[config.mk]
export PLATFORM = sky130hd
export DESIGN_NAME = counting_sort_min_offset
export DESIGN_NICKNAME = d
export VERILOG_FILES = /design/src/hdl/csmo_pkg.sv /design/src/hdl/csmo_ram.sv /design/src/hdl/csmo_datapath.sv /design/src/hdl/csmo_ctrl.sv /design/src/hdl/counting_sort_min_offset.sv
export SDC_FILE = /design/constraint.sdc
export NUM_CORES = 2
export LEC_CHECK = 0
export ABC_AREA = 1
export ABC_CLOCK_PERIOD_IN_PS = 14780
export BUFFER_PORTS_ARGS = -buffer_cell sky130_fd_sc_hd__buf_2
export CAP_MARGIN = 0
export CORE_ASPECT_RATIO = 0.75
export CORE_UTILIZATION = 26
export CTS_CLUSTER_DIAMETER = 60
export DETAILED_ROUTE_END_ITERATION = 10
export GPL_TIMING_DRIVEN = 0
export HOLD_SLACK_MARGIN = 0.06
export PLACE_DENSITY_LB_ADDON = 0.1
export SLEW_MARGIN = 15
export SYNTH_ARGS = -nofsm -noshare
export SYNTH_HDL_FRONTEND = slang
export SYNTH_SLANG_ARGS = --single-unit
[constraint.sdc]
create_clock -name clk -period 14.78 [get_ports clk]
set_input_delay 0 -clock clk [delete_from_list [all_inputs] [get_ports clk]]
set_output_delay 0 -clock clk [all_outputs]
set_load 0.03 [all_outputs]
[src/hdl/csmo_pkg.sv]
`default_nettype none
// ----------------------------------------------------------------------------
// csmo_pkg: shared types and constants for the min-offset counting sorter
// Default sizes, fault codes and the command/status bundles between the
// controller and the datapath.
// ----------------------------------------------------------------------------
package csmo_pkg;

	localparam int MAX_ITEMS_DEF   = 64;
	localparam int COUNT_DEPTH_DEF = 256;
	localparam int VALUE_BITS_DEF  = 16;
	localparam int OUT_BITS        = 16;

	typedef enum logic [1:0] {
		FAULT_NONE = 2'd0,
		FAULT_DROP = 2'd1,
		FAULT_SPAN = 2'd2
	} fault_t;

	typedef struct packed {
		logic load;
		logic begin_sort;
		logic fault_out;
		logic clear_set;
		logic clr_wr;
		logic latch_slot;
		logic hist_wr;
		logic pfx_rd;
		logic place_wr;
		logic emit_rd;
	} dp_cmd_t;

	typedef struct packed {
		logic span_bad;
		logic idx_last;
		logic j_last;
		logic j_zero;
	} dp_stat_t;

	function automatic int addr_bits(input int depth);
		return (depth > 1) ? $clog2(depth) : 1;
	endfunction

endpackage
`default_nettype wire

[src/hdl/csmo_ram.sv]
`default_nettype none
// ----------------------------------------------------------------------------
// csmo_ram: generic simple dual-port RAM
// One write port, one read port with registered read data.
// ----------------------------------------------------------------------------
module csmo_ram #(
	parameter int WIDTH = 16,
	parameter int DEPTH = 64
) (
	input  wire logic                                  clk,
	input  wire logic                                  we,
	input  wire logic [csmo_pkg::addr_bits(DEPTH)-1:0] waddr,
	input  wire logic [WIDTH-1:0]                      wdata,
	input  wire logic [csmo_pkg::addr_bits(DEPTH)-1:0] raddr,
	output logic      [WIDTH-1:0]                      rdata
);

	logic [WIDTH-1:0] mem_q [DEPTH];

	always_ff @(posedge clk) begin
		if (we) begin
			mem_q[waddr] <= wdata;
		end
		rdata <= mem_q[raddr];
	end

endmodule
`default_nettype wire

[src/hdl/csmo_datapath.sv]
`default_nettype none
// ----------------------------------------------------------------------------
// csmo_datapath: storage and arithmetic of the counting sorter
// Item, count and sorted stores, running min/max, pass counters and the
// registered result stage.
// ----------------------------------------------------------------------------
module csmo_datapath #(
	parameter int MAX_ITEMS   = csmo_pkg::MAX_ITEMS_DEF,
	parameter int COUNT_DEPTH = csmo_pkg::COUNT_DEPTH_DEF,
	parameter int VALUE_BITS  = csmo_pkg::VALUE_BITS_DEF
) (
	input  wire logic                          clk,
	input  wire logic                          arst_n,
	input  wire csmo_pkg::dp_cmd_t             cmd,
	output csmo_pkg::dp_stat_t                 stat,
	input  wire logic [VALUE_BITS-1:0]         sample_value,
	output logic                               strobe,
	output logic [csmo_pkg::OUT_BITS-1:0]      sorted_value,
	output logic                               end_of_set,
	output logic [1:0]                         fault_code
);

	localparam int AW = csmo_pkg::addr_bits(MAX_ITEMS);
	localparam int IW = csmo_pkg::addr_bits(COUNT_DEPTH);
	localparam int CW = $clog2(MAX_ITEMS + 1);
	localparam int VB = VALUE_BITS;
	localparam int XW = ((VB > IW) ? VB : IW) + 1;
	localparam int EW = 33;

	logic [CW-1:0]         total_q;
	logic signed [VB-1:0]  min_q;
	logic signed [VB-1:0]  max_q;
	logic                  ovf_q;
	logic [CW-1:0]         n_q;
	csmo_pkg::fault_t      code_q;
	logic [IW-1:0]         idx_q;
	logic [IW-1:0]         last_q;
	logic [CW-1:0]         sum_q;
	logic                  pv_s1;
	logic [IW-1:0]         paddr_s1;
	logic [AW-1:0]         j_q;
	logic [IW-1:0]         slot_q;
	logic [VB-1:0]         val_q;
	logic                  emit_v_s1;
	logic                  emit_last_s1;
	logic                  strobe_q;
	logic [csmo_pkg::OUT_BITS-1:0] value_q;
	logic                  last_out_q;
	csmo_pkg::fault_t      code_out_q;

	logic                  item_we;
	logic [VB-1:0]         item_rdata;
	logic                  cnt_we;
	logic [IW-1:0]         cnt_waddr;
	logic [CW-1:0]         cnt_wdata;
	logic [IW-1:0]         cnt_raddr;
	logic [CW-1:0]         cnt_rdata;
	logic                  srt_we;
	logic [AW-1:0]         srt_waddr;
	logic [VB-1:0]         srt_rdata;

	logic                  has_room;
	logic [XW-1:0]         diff;
	logic [XW-1:0]         slot_full;
	logic [IW-1:0]         slot_now;
	logic [CW-1:0]         n_m1;
	logic [CW-1:0]         sum_next;
	logic [CW-1:0]         cnt_dec;
	logic [EW-1:0]         out_ext;

	assign has_room  = (total_q < CW'(MAX_ITEMS));
	assign item_we   = cmd.load && has_room;
	assign diff      = {{(XW-VB){max_q[VB-1]}}, max_q} - {{(XW-VB){min_q[VB-1]}}, min_q};
	assign slot_full = {{(XW-VB){item_rdata[VB-1]}}, item_rdata}
	                 - {{(XW-VB){min_q[VB-1]}}, min_q};
	assign slot_now  = slot_full[IW-1:0];
	assign n_m1      = n_q - CW'(1);
	assign sum_next  = sum_q + cnt_rdata;
	assign cnt_dec   = cnt_rdata - CW'(1);
	assign out_ext   = {{(EW-VB){srt_rdata[VB-1]}}, srt_rdata};

	assign stat.span_bad = (diff >= XW'(COUNT_DEPTH));
	assign stat.idx_last = (idx_q == last_q);
	assign stat.j_last   = (j_q == n_m1[AW-1:0]);
	assign stat.j_zero   = (j_q == '0);

	always_comb begin
		cnt_we    = 1'b0;
		cnt_waddr = slot_q;
		cnt_wdata = cnt_rdata + CW'(1);
		if (cmd.clr_wr) begin
			cnt_we    = 1'b1;
			cnt_waddr = idx_q;
			cnt_wdata = '0;
		end else if (pv_s1) begin
			cnt_we    = 1'b1;
			cnt_waddr = paddr_s1;
			cnt_wdata = sum_next;
		end else if (cmd.hist_wr) begin
			cnt_we    = 1'b1;
		end else if (cmd.place_wr) begin
			cnt_we    = 1'b1;
			cnt_wdata = cnt_dec;
		end
	end

	assign cnt_raddr = cmd.pfx_rd ? idx_q : slot_now;
	assign srt_we    = cmd.place_wr;
	assign srt_waddr = cnt_dec[AW-1:0];

	csmo_ram #(.WIDTH(VB), .DEPTH(MAX_ITEMS)) u_item_ram (
		.clk   (clk),
		.we    (item_we),
		.waddr (total_q[AW-1:0]),
		.wdata (sample_value),
		.raddr (j_q),
		.rdata (item_rdata)
	);

	csmo_ram #(.WIDTH(CW), .DEPTH(COUNT_DEPTH)) u_count_ram (
		.clk   (clk),
		.we    (cnt_we),
		.waddr (cnt_waddr),
		.wdata (cnt_wdata),
		.raddr (cnt_raddr),
		.rdata (cnt_rdata)
	);

	csmo_ram #(.WIDTH(VB), .DEPTH(MAX_ITEMS)) u_sorted_ram (
		.clk   (clk),
		.we    (srt_we),
		.waddr (srt_waddr),
		.wdata (val_q),
		.raddr (j_q),
		.rdata (srt_rdata)
	);

	// running set state and pipeline valids
	always_ff @(posedge clk or negedge arst_n) begin
		if (!arst_n) begin
			total_q   <= '0;
			min_q     <= '0;
			max_q     <= '0;
			ovf_q     <= 1'b0;
			pv_s1     <= 1'b0;
			emit_v_s1 <= 1'b0;
			strobe_q  <= 1'b0;
		end else begin
			pv_s1     <= cmd.pfx_rd;
			emit_v_s1 <= cmd.emit_rd;
			strobe_q  <= cmd.fault_out || emit_v_s1;
			if (cmd.clear_set) begin
				total_q <= '0;
				min_q   <= '0;
				max_q   <= '0;
				ovf_q   <= 1'b0;
			end else if (cmd.load) begin
				if (has_room) begin
					total_q <= total_q + CW'(1);
					if (total_q == '0) begin
						min_q <= sample_value;
						max_q <= sample_value;
					end else begin
						if ($signed(sample_value) < min_q) begin
							min_q <= sample_value;
						end
						if ($signed(sample_value) > max_q) begin
							max_q <= sample_value;
						end
					end
				end else begin
					ovf_q <= 1'b1;
				end
			end
		end
	end

	// pass counters and payload
	always_ff @(posedge clk) begin
		paddr_s1     <= idx_q;
		emit_last_s1 <= stat.j_last;
		if (cmd.begin_sort) begin
			n_q    <= total_q;
			code_q <= ovf_q ? csmo_pkg::FAULT_DROP : csmo_pkg::FAULT_NONE;
			last_q <= diff[IW-1:0];
			idx_q  <= '0;
			sum_q  <= '0;
			j_q    <= '0;
		end
		if (cmd.clr_wr || cmd.pfx_rd) begin
			idx_q <= stat.idx_last ? '0 : idx_q + IW'(1);
		end
		if (pv_s1) begin
			sum_q <= sum_next;
		end
		if (cmd.latch_slot) begin
			slot_q <= slot_now;
			val_q  <= item_rdata;
		end
		if ((cmd.hist_wr || cmd.emit_rd) && !stat.j_last) begin
			j_q <= j_q + AW'(1);
		end
		if (cmd.place_wr && !stat.j_zero) begin
			j_q <= j_q - AW'(1);
		end
		if (cmd.fault_out) begin
			value_q    <= '0;
			last_out_q <= 1'b1;
			code_out_q <= csmo_pkg::FAULT_SPAN;
		end else if (emit_v_s1) begin
			value_q    <= out_ext[csmo_pkg::OUT_BITS-1:0];
			last_out_q <= emit_last_s1;
			code_out_q <= code_q;
		end
	end

	assign strobe       = strobe_q;
	assign sorted_value = value_q;
	assign end_of_set   = last_out_q;
	assign fault_code   = code_out_q;

	a_total_bound: assert property (@(posedge clk) disable iff (!arst_n)
		total_q <= CW'(MAX_ITEMS))
		else $error("item count beyond store size");

	a_span_last: assert property (@(posedge clk) disable iff (!arst_n)
		strobe && (fault_code == csmo_pkg::FAULT_SPAN) |-> end_of_set)
		else $error("span fault result not marked last");

	a_emit_out: assert property (@(posedge clk) disable iff (!arst_n)
		emit_v_s1 |=> strobe)
		else $error("emitted item lost before output");

endmodule
`default_nettype wire

[src/hdl/csmo_ctrl.sv]
`default_nettype none
// ----------------------------------------------------------------------------
// csmo_ctrl: sequencer of the counting sorter
// Steps load, span check, clear, histogram, prefix, placement and emit passes.
// ----------------------------------------------------------------------------
module csmo_ctrl (
	input  wire logic               clk,
	input  wire logic               arst_n,
	input  wire logic               start,
	input  wire logic               final_item,
	output logic                    busy,
	output csmo_pkg::dp_cmd_t       cmd,
	input  wire csmo_pkg::dp_stat_t stat
);

	typedef enum logic [3:0] {
		S_IDLE,
		S_CHECK,
		S_CLEAR,
		S_HIST_ITEM,
		S_HIST_CNT,
		S_HIST_WR,
		S_PREFIX,
		S_PLACE_ITEM,
		S_PLACE_CNT,
		S_PLACE_WR,
		S_EMIT
	} state_t;

	state_t state_q;
	state_t state_next;

	always_comb begin
		cmd        = '0;
		state_next = state_q;
		case (state_q)
			S_IDLE: begin
				cmd.load = start;
				if (start && final_item) begin
					state_next = S_CHECK;
				end
			end
			S_CHECK: begin
				if (stat.span_bad) begin
					cmd.fault_out = 1'b1;
					cmd.clear_set = 1'b1;
					state_next    = S_IDLE;
				end else begin
					cmd.begin_sort = 1'b1;
					state_next     = S_CLEAR;
				end
			end
			S_CLEAR: begin
				cmd.clr_wr = 1'b1;
				if (stat.idx_last) begin
					state_next = S_HIST_ITEM;
				end
			end
			S_HIST_ITEM: state_next = S_HIST_CNT;
			S_HIST_CNT: begin
				cmd.latch_slot = 1'b1;
				state_next     = S_HIST_WR;
			end
			S_HIST_WR: begin
				cmd.hist_wr = 1'b1;
				state_next  = stat.j_last ? S_PREFIX : S_HIST_ITEM;
			end
			S_PREFIX: begin
				cmd.pfx_rd = 1'b1;
				if (stat.idx_last) begin
					state_next = S_PLACE_ITEM;
				end
			end
			S_PLACE_ITEM: state_next = S_PLACE_CNT;
			S_PLACE_CNT: begin
				cmd.latch_slot = 1'b1;
				state_next     = S_PLACE_WR;
			end
			S_PLACE_WR: begin
				cmd.place_wr = 1'b1;
				state_next   = stat.j_zero ? S_EMIT : S_PLACE_ITEM;
			end
			S_EMIT: begin
				cmd.emit_rd = 1'b1;
				if (stat.j_last) begin
					cmd.clear_set = 1'b1;
					state_next    = S_IDLE;
				end
			end
			default: state_next = S_IDLE;
		endcase
	end

	always_ff @(posedge clk or negedge arst_n) begin
		if (!arst_n) begin
			state_q <= S_IDLE;
		end else begin
			state_q <= state_next;
		end
	end

	assign busy = (state_q != S_IDLE);

	a_final_busy: assert property (@(posedge clk) disable iff (!arst_n)
		start && !busy && final_item |=> busy)
		else $error("final request did not start the sort");

	a_emit_run: assert property (@(posedge clk) disable iff (!arst_n)
		(state_q == S_EMIT) && !stat.j_last |=> (state_q == S_EMIT))
		else $error("emit pass cut short");

	a_load_idle: assert property (@(posedge clk) disable iff (!arst_n)
		cmd.load |-> !busy)
		else $error("load issued while busy");

endmodule
`default_nettype wire

[src/hdl/counting_sort_min_offset.sv]
`default_nettype none
// ----------------------------------------------------------------------------
// counting_sort_min_offset: stable counting sort with minimum offset
// Loads signed values, sorts the set on the final request and emits it in
// ascending order.
// ----------------------------------------------------------------------------
// Load: one request per cycle; busy stays low until the final request.
// Sort: busy after it for clear and prefix passes over the span = max - min + 1 count
//   entries, histogram and placement passes over the n stored items, and the emit pass.
// Results: n strobes back to back (one per item), each emit read registered through
//   emit_v_s1 and the result stage; a span fault gives one strobe from the check state.
// Reset: arst_n clears the set and returns to idle; stores need no clearing.
module counting_sort_min_offset #(
	parameter int MAX_ITEMS   = csmo_pkg::MAX_ITEMS_DEF,
	parameter int COUNT_DEPTH = csmo_pkg::COUNT_DEPTH_DEF,
	parameter int VALUE_BITS  = csmo_pkg::VALUE_BITS_DEF
) (
	input  wire logic                          clk,
	input  wire logic                          arst_n,
	input  wire logic                          start,
	output logic                               busy,
	input  wire logic [VALUE_BITS-1:0]         sample_value,
	input  wire logic                          final_item,
	output logic                               strobe,
	output logic [csmo_pkg::OUT_BITS-1:0]      sorted_value,
	output logic                               end_of_set,
	output logic [1:0]                         fault_code
);

	csmo_pkg::dp_cmd_t  cmd;
	csmo_pkg::dp_stat_t stat;

	csmo_ctrl u_ctrl (
		.clk        (clk),
		.arst_n     (arst_n),
		.start      (start),
		.final_item (final_item),
		.busy       (busy),
		.cmd        (cmd),
		.stat       (stat)
	);

	csmo_datapath #(
		.MAX_ITEMS   (MAX_ITEMS),
		.COUNT_DEPTH (COUNT_DEPTH),
		.VALUE_BITS  (VALUE_BITS)
	) u_datapath (
		.clk          (clk),
		.arst_n       (arst_n),
		.cmd          (cmd),
		.stat         (stat),
		.sample_value (sample_value),
		.strobe       (strobe),
		.sorted_value (sorted_value),
		.end_of_set   (end_of_set),
		.fault_code   (fault_code)
	);

endmodule
`default_nettype wire
==> impl_metrics.tcl <==
set metrics [dict create \
    synth_enable_flop_cells 3643 \
    setup-tns-final_ps 0 \
    dieWidth_um 893 \
    grt_pass1_wl_mm 1080 \
    fin_crit_sh_pct 50.8 \
    clkLatencyLatePin_ps 1080 \
    yosys_warnings 0 \
    via_per_inst 5.34 \
    io_buffers 40 \
    drt_iter0_drc 20800 \
    seq_area_frac_synth_pct 72.3 \
    instances_no_fill 22100 \
    ys_top_cells_by_area "edfxtp_1 71%, nand2_1 5.6%, nand3_1 5.0%" \
    synthesis.area_um2 155000 \
    crit_chain "inv_1 -> buf_2 -> buf_2 -> clkbuf_1 -> clkbuf_1 -> nor2_1 -> o221ai_1 -> nand3_1 -> o2111ai_1 -> nand3_1 -> nand3_1" \
    dp.cells 21200 \
    p_seq_share_pct 48.7 \
    synthDominantCellAreaShare_pct 70.7 \
    die_area_um2 598000 \
    finalWorstPathRequiredPeriod_ps 7500 \
    grt_setup_unrepaired "no" \
    post_cts.repair.setup_buffers 0 \
    crit_type "reg -> reg" \
    hold_viol 0 \
    pre_cts_ws_ps 8020 \
    cp_slowest_cell "o221ai_1" \
    power_per_cell_area_nw_per_um2 127 \
    max_cap_violations 0 \
    worstPathArrival_ps 8390 \
    rr_endpoint "u_datapath.u_sorted_ram.rdata[5]$_DFF_P_" \
    die_h_um 670 \
    relSlewSlack_pct 5.21 \
    cts_hold_buf 28 \
    clockPowerShare_pct 45.8 \
    synthArstFlopShare_pct 1.25 \
    switching_share_pct 24.9 \
    clock_sinks 3756 \
    vias 118000 \
    drc 0 \
    wl_mm 838 \
    syn_area_per_cell_um2 11.9 \
    status "finished clean" \
    yosys.cell_types.count 48 \
    syn-num-nets 13100 \
    combPwrFrac_pct 5.5 \
    pin_count 41 \
    dr.pass1.iters 6 \
    cp_common_cell "nand3_1" \
    worst_slack_ps 7280 \
    hpwl_mm 617 \
    startpoint "u_datapath.j_q[0]$_DFFE_PP_" \
    setup.worst_path.end "u_datapath.u_sorted_ram.rdata[5]$_DFF_P_" \
    yosysMostFrequentCell "edfxtp_1" \
    clk_pin_slew_worst_paths_ps 60 \
    grt-ovfl-total 0 \
    critPathRequiredTime_ps 15660 \
    leakage_nw 66.1 \
    fin_nets 13900 \
    fin_skew_ps 95.6 \
    finalSetupViolations 0 \
    end_kind "flip-flop" \
    antenna_found_initial 162 \
    yosysTopAreaCell "edfxtp_1" \
    area.growth.synth_to_final_pct 20.9 \
    drive_above_1_share_pct 10.5 \
    cp-start-kind "flip-flop" \
    cts_tree "built" \
    synth_ff_type "edfxtp_1" \
    start_util_pct 26.2 \
    synth_common_cells "3,643 x edfxtp_1, 2,327 x nand2_1, 1,557 x nand3_1, 1,394 x nor2_1, 1,098 x inv_1" \
    cts.repair.resized 0 \
    p_switching_mw 5.92 \
    grt_max_degree 106 \
    slew_violations 0 \
    ff2ff_setup_slack_ps 7280 \
    grt_usage_pct 27.0 \
    cts_made_buffers 431 \
    ys_ff_latch 3756 \
    h-tree-depth 5 \
    core-area_um2 591000 \
    max_freq_mhz 133 \
    grt_pass1_vias 105000 \
    reg2reg_depth 11 \
    cp_max_fo 10 \
    synthCells 13000 \
    max_stage_delay_ps 1010 \
    postRouteAntennaNets 0 \
    wire_per_inst_um 37.9 \
    root_buffer "clkbuf_16" \
    ir_drop_uv 104 \
    timing.hold.worst.class "in -> async" \
    r2r-start "u_datapath.j_q[0]$_DFFE_PP_" \
    intPower_mw 17.8 \
    globalplace.congestion 0.966 \
    cts_buffer_depth 4 \
    rows 244 \
    worst_pin_slew_ps 1420 \
    fin_hold_ws_ps 128 \
]
==> power groups by stage <==
stage                     clock [mW]  sequential (mW)  combinational (mW)
after floorplan                    0             11.8               0.492
after global placement             0             11.8                1.17
after detailed placement           0             11.8                1.24
after CTS                       11.0             11.6                1.25
after global routing            11.3             11.6                1.32
final                           10.9             11.6                1.31
==> flip-flops by register name, summed over array words and instances, names as in the netlist, 16 cells and up <==
signal,cells
u_datapath.min_q,16
u_datapath.max_q,16
u_datapath.u_sorted_ram.mem_q,1024
u_datapath.sorted_value,16
u_datapath.val_q,16
u_datapath.u_item_ram.mem_q,1024
u_datapath.u_count_ram.mem_q,1536
u_datapath.u_sorted_ram.rdata,16
u_datapath.u_item_ram.rdata,16
==> metal layers <==
metal,track usage [%],wire length (um)
met2,35.1,316000
met4,7.82,28500
met1,42.0,393000
met5,0.550,607
met3,8.07,99600
==> stage by stage <==
step | instance area (um^2) | util (%) | total power, mW
after global routing | 187000 | 31.6 | 24.2
after CTS | 187000 | 31.6 | 23.8
after global placement | 165000 | 27.9 | 13.0
after floorplan | 155000 | - | 12.3
final | 187000 | 31.6 | 23.8
after detailed placement | 173000 | 29.2 | 13.0
==> kinds of logic after synthesis <==
logic type,synth area share [%]
muxes,0.116
DFF,72.3
AOI/OAI and AO/OA,7.46
and+or+nand+nor,14.4
buffers and inverters,4.86
adders and majority gates,0.589
xor gates and xnor gates,0.215
==> cell usage in the layout (no fill, tap or decap), types with 15 or more instances in the layout <==
master | Yosys | routed
a21oi_1 | 74 | 74
nand4_1 | 15 | 15
o221ai_1 | 198 | 195
nand3_1 | 1557 | 1557
mux2i_1 | 18 | 18
clkinv_2 | 0 | 59
nor2_2 | 3 | 16
buf_4 | 6 | 21
o211ai_1 | 299 | 299
clkinv_1 | 2 | 96
buf_2 | 224 | 261
nor2_1 | 1394 | 1249
o22ai_1 | 228 | 228
clkbuf_2 | 0 | 123
ha_1 | 68 | 68
buf_12 | 0 | 116
edfxtp_1 | 3643 | 3643
dfrtp_1 | 47 | 47
o21ai_0 | 885 | 884
o21ai_1 | 21 | 21
clkbuf_16 | 0 | 435
bufinv_16 | 0 | 33
dlygate4sd3_1 | 0 | 26
xor2_1 | 28 | 28
diode_2 | 0 | 47
clkbuf_1 | 533 | 516
nand3b_1 | 28 | 28
buf_1 | 48 | 34
clkinvlp_4 | 0 | 19
inv_1 | 1098 | 1096
a221oi_1 | 85 | 85
dfxtp_1 | 66 | 66
nor3_1 | 18 | 18
o2111ai_1 | 38 | 38
nand2_1 | 2327 | 2326
buf_16 | 0 | 132
nor2_4 | 0 | 132
buf_8 | 0 | 49
==> how the worst min path moves through the flow <==
| stage | from | end | depth (start not counted) |
|---|---|---|---|
| global route | sample_value[3] | u_datapath.u_item_ram.mem_q[52][3]$_DFFE_PP_ | 2 |
| finish | arst_n | u_datapath.min_q[13]$_DFFE_PN0P_ | 4 |
| detailed placement | arst_n | u_datapath.min_q[8]$_DFFE_PN0P_ | 1 |
| floorplan | arst_n | u_ctrl.state_q[0]$_DFFE_PN0P_ | 0 |
| CTS | arst_n | u_datapath.min_q[13]$_DFFE_PN0P_ | 4 |
| global placement | arst_n | u_datapath.min_q[8]$_DFFE_PN0P_ | 1 |
==> critical path: cells and delay by family (launching register included) <==
kind | cells | cell delay (ps)
buffers and inverters | 5 | 3340
AO/OA/AOI/OAI | 2 | 1290
AND/OR/NAND/NOR | 4 | 2050
flip-flops | 1 | 580
==> final cells by class <==
type                    count  area [um^2]
diodes                     47          118
plain buffers             811         3520
clock buffers             547        11400
clock inverters           246         2460
fillers                 59600       404000
inverters                1109         4180
multi-input cells        7333        36300
flip-flops and latches   3756       112000
well taps                7872         9850
repair buffers            369         7270
Power figures use the tool's default switching activity.
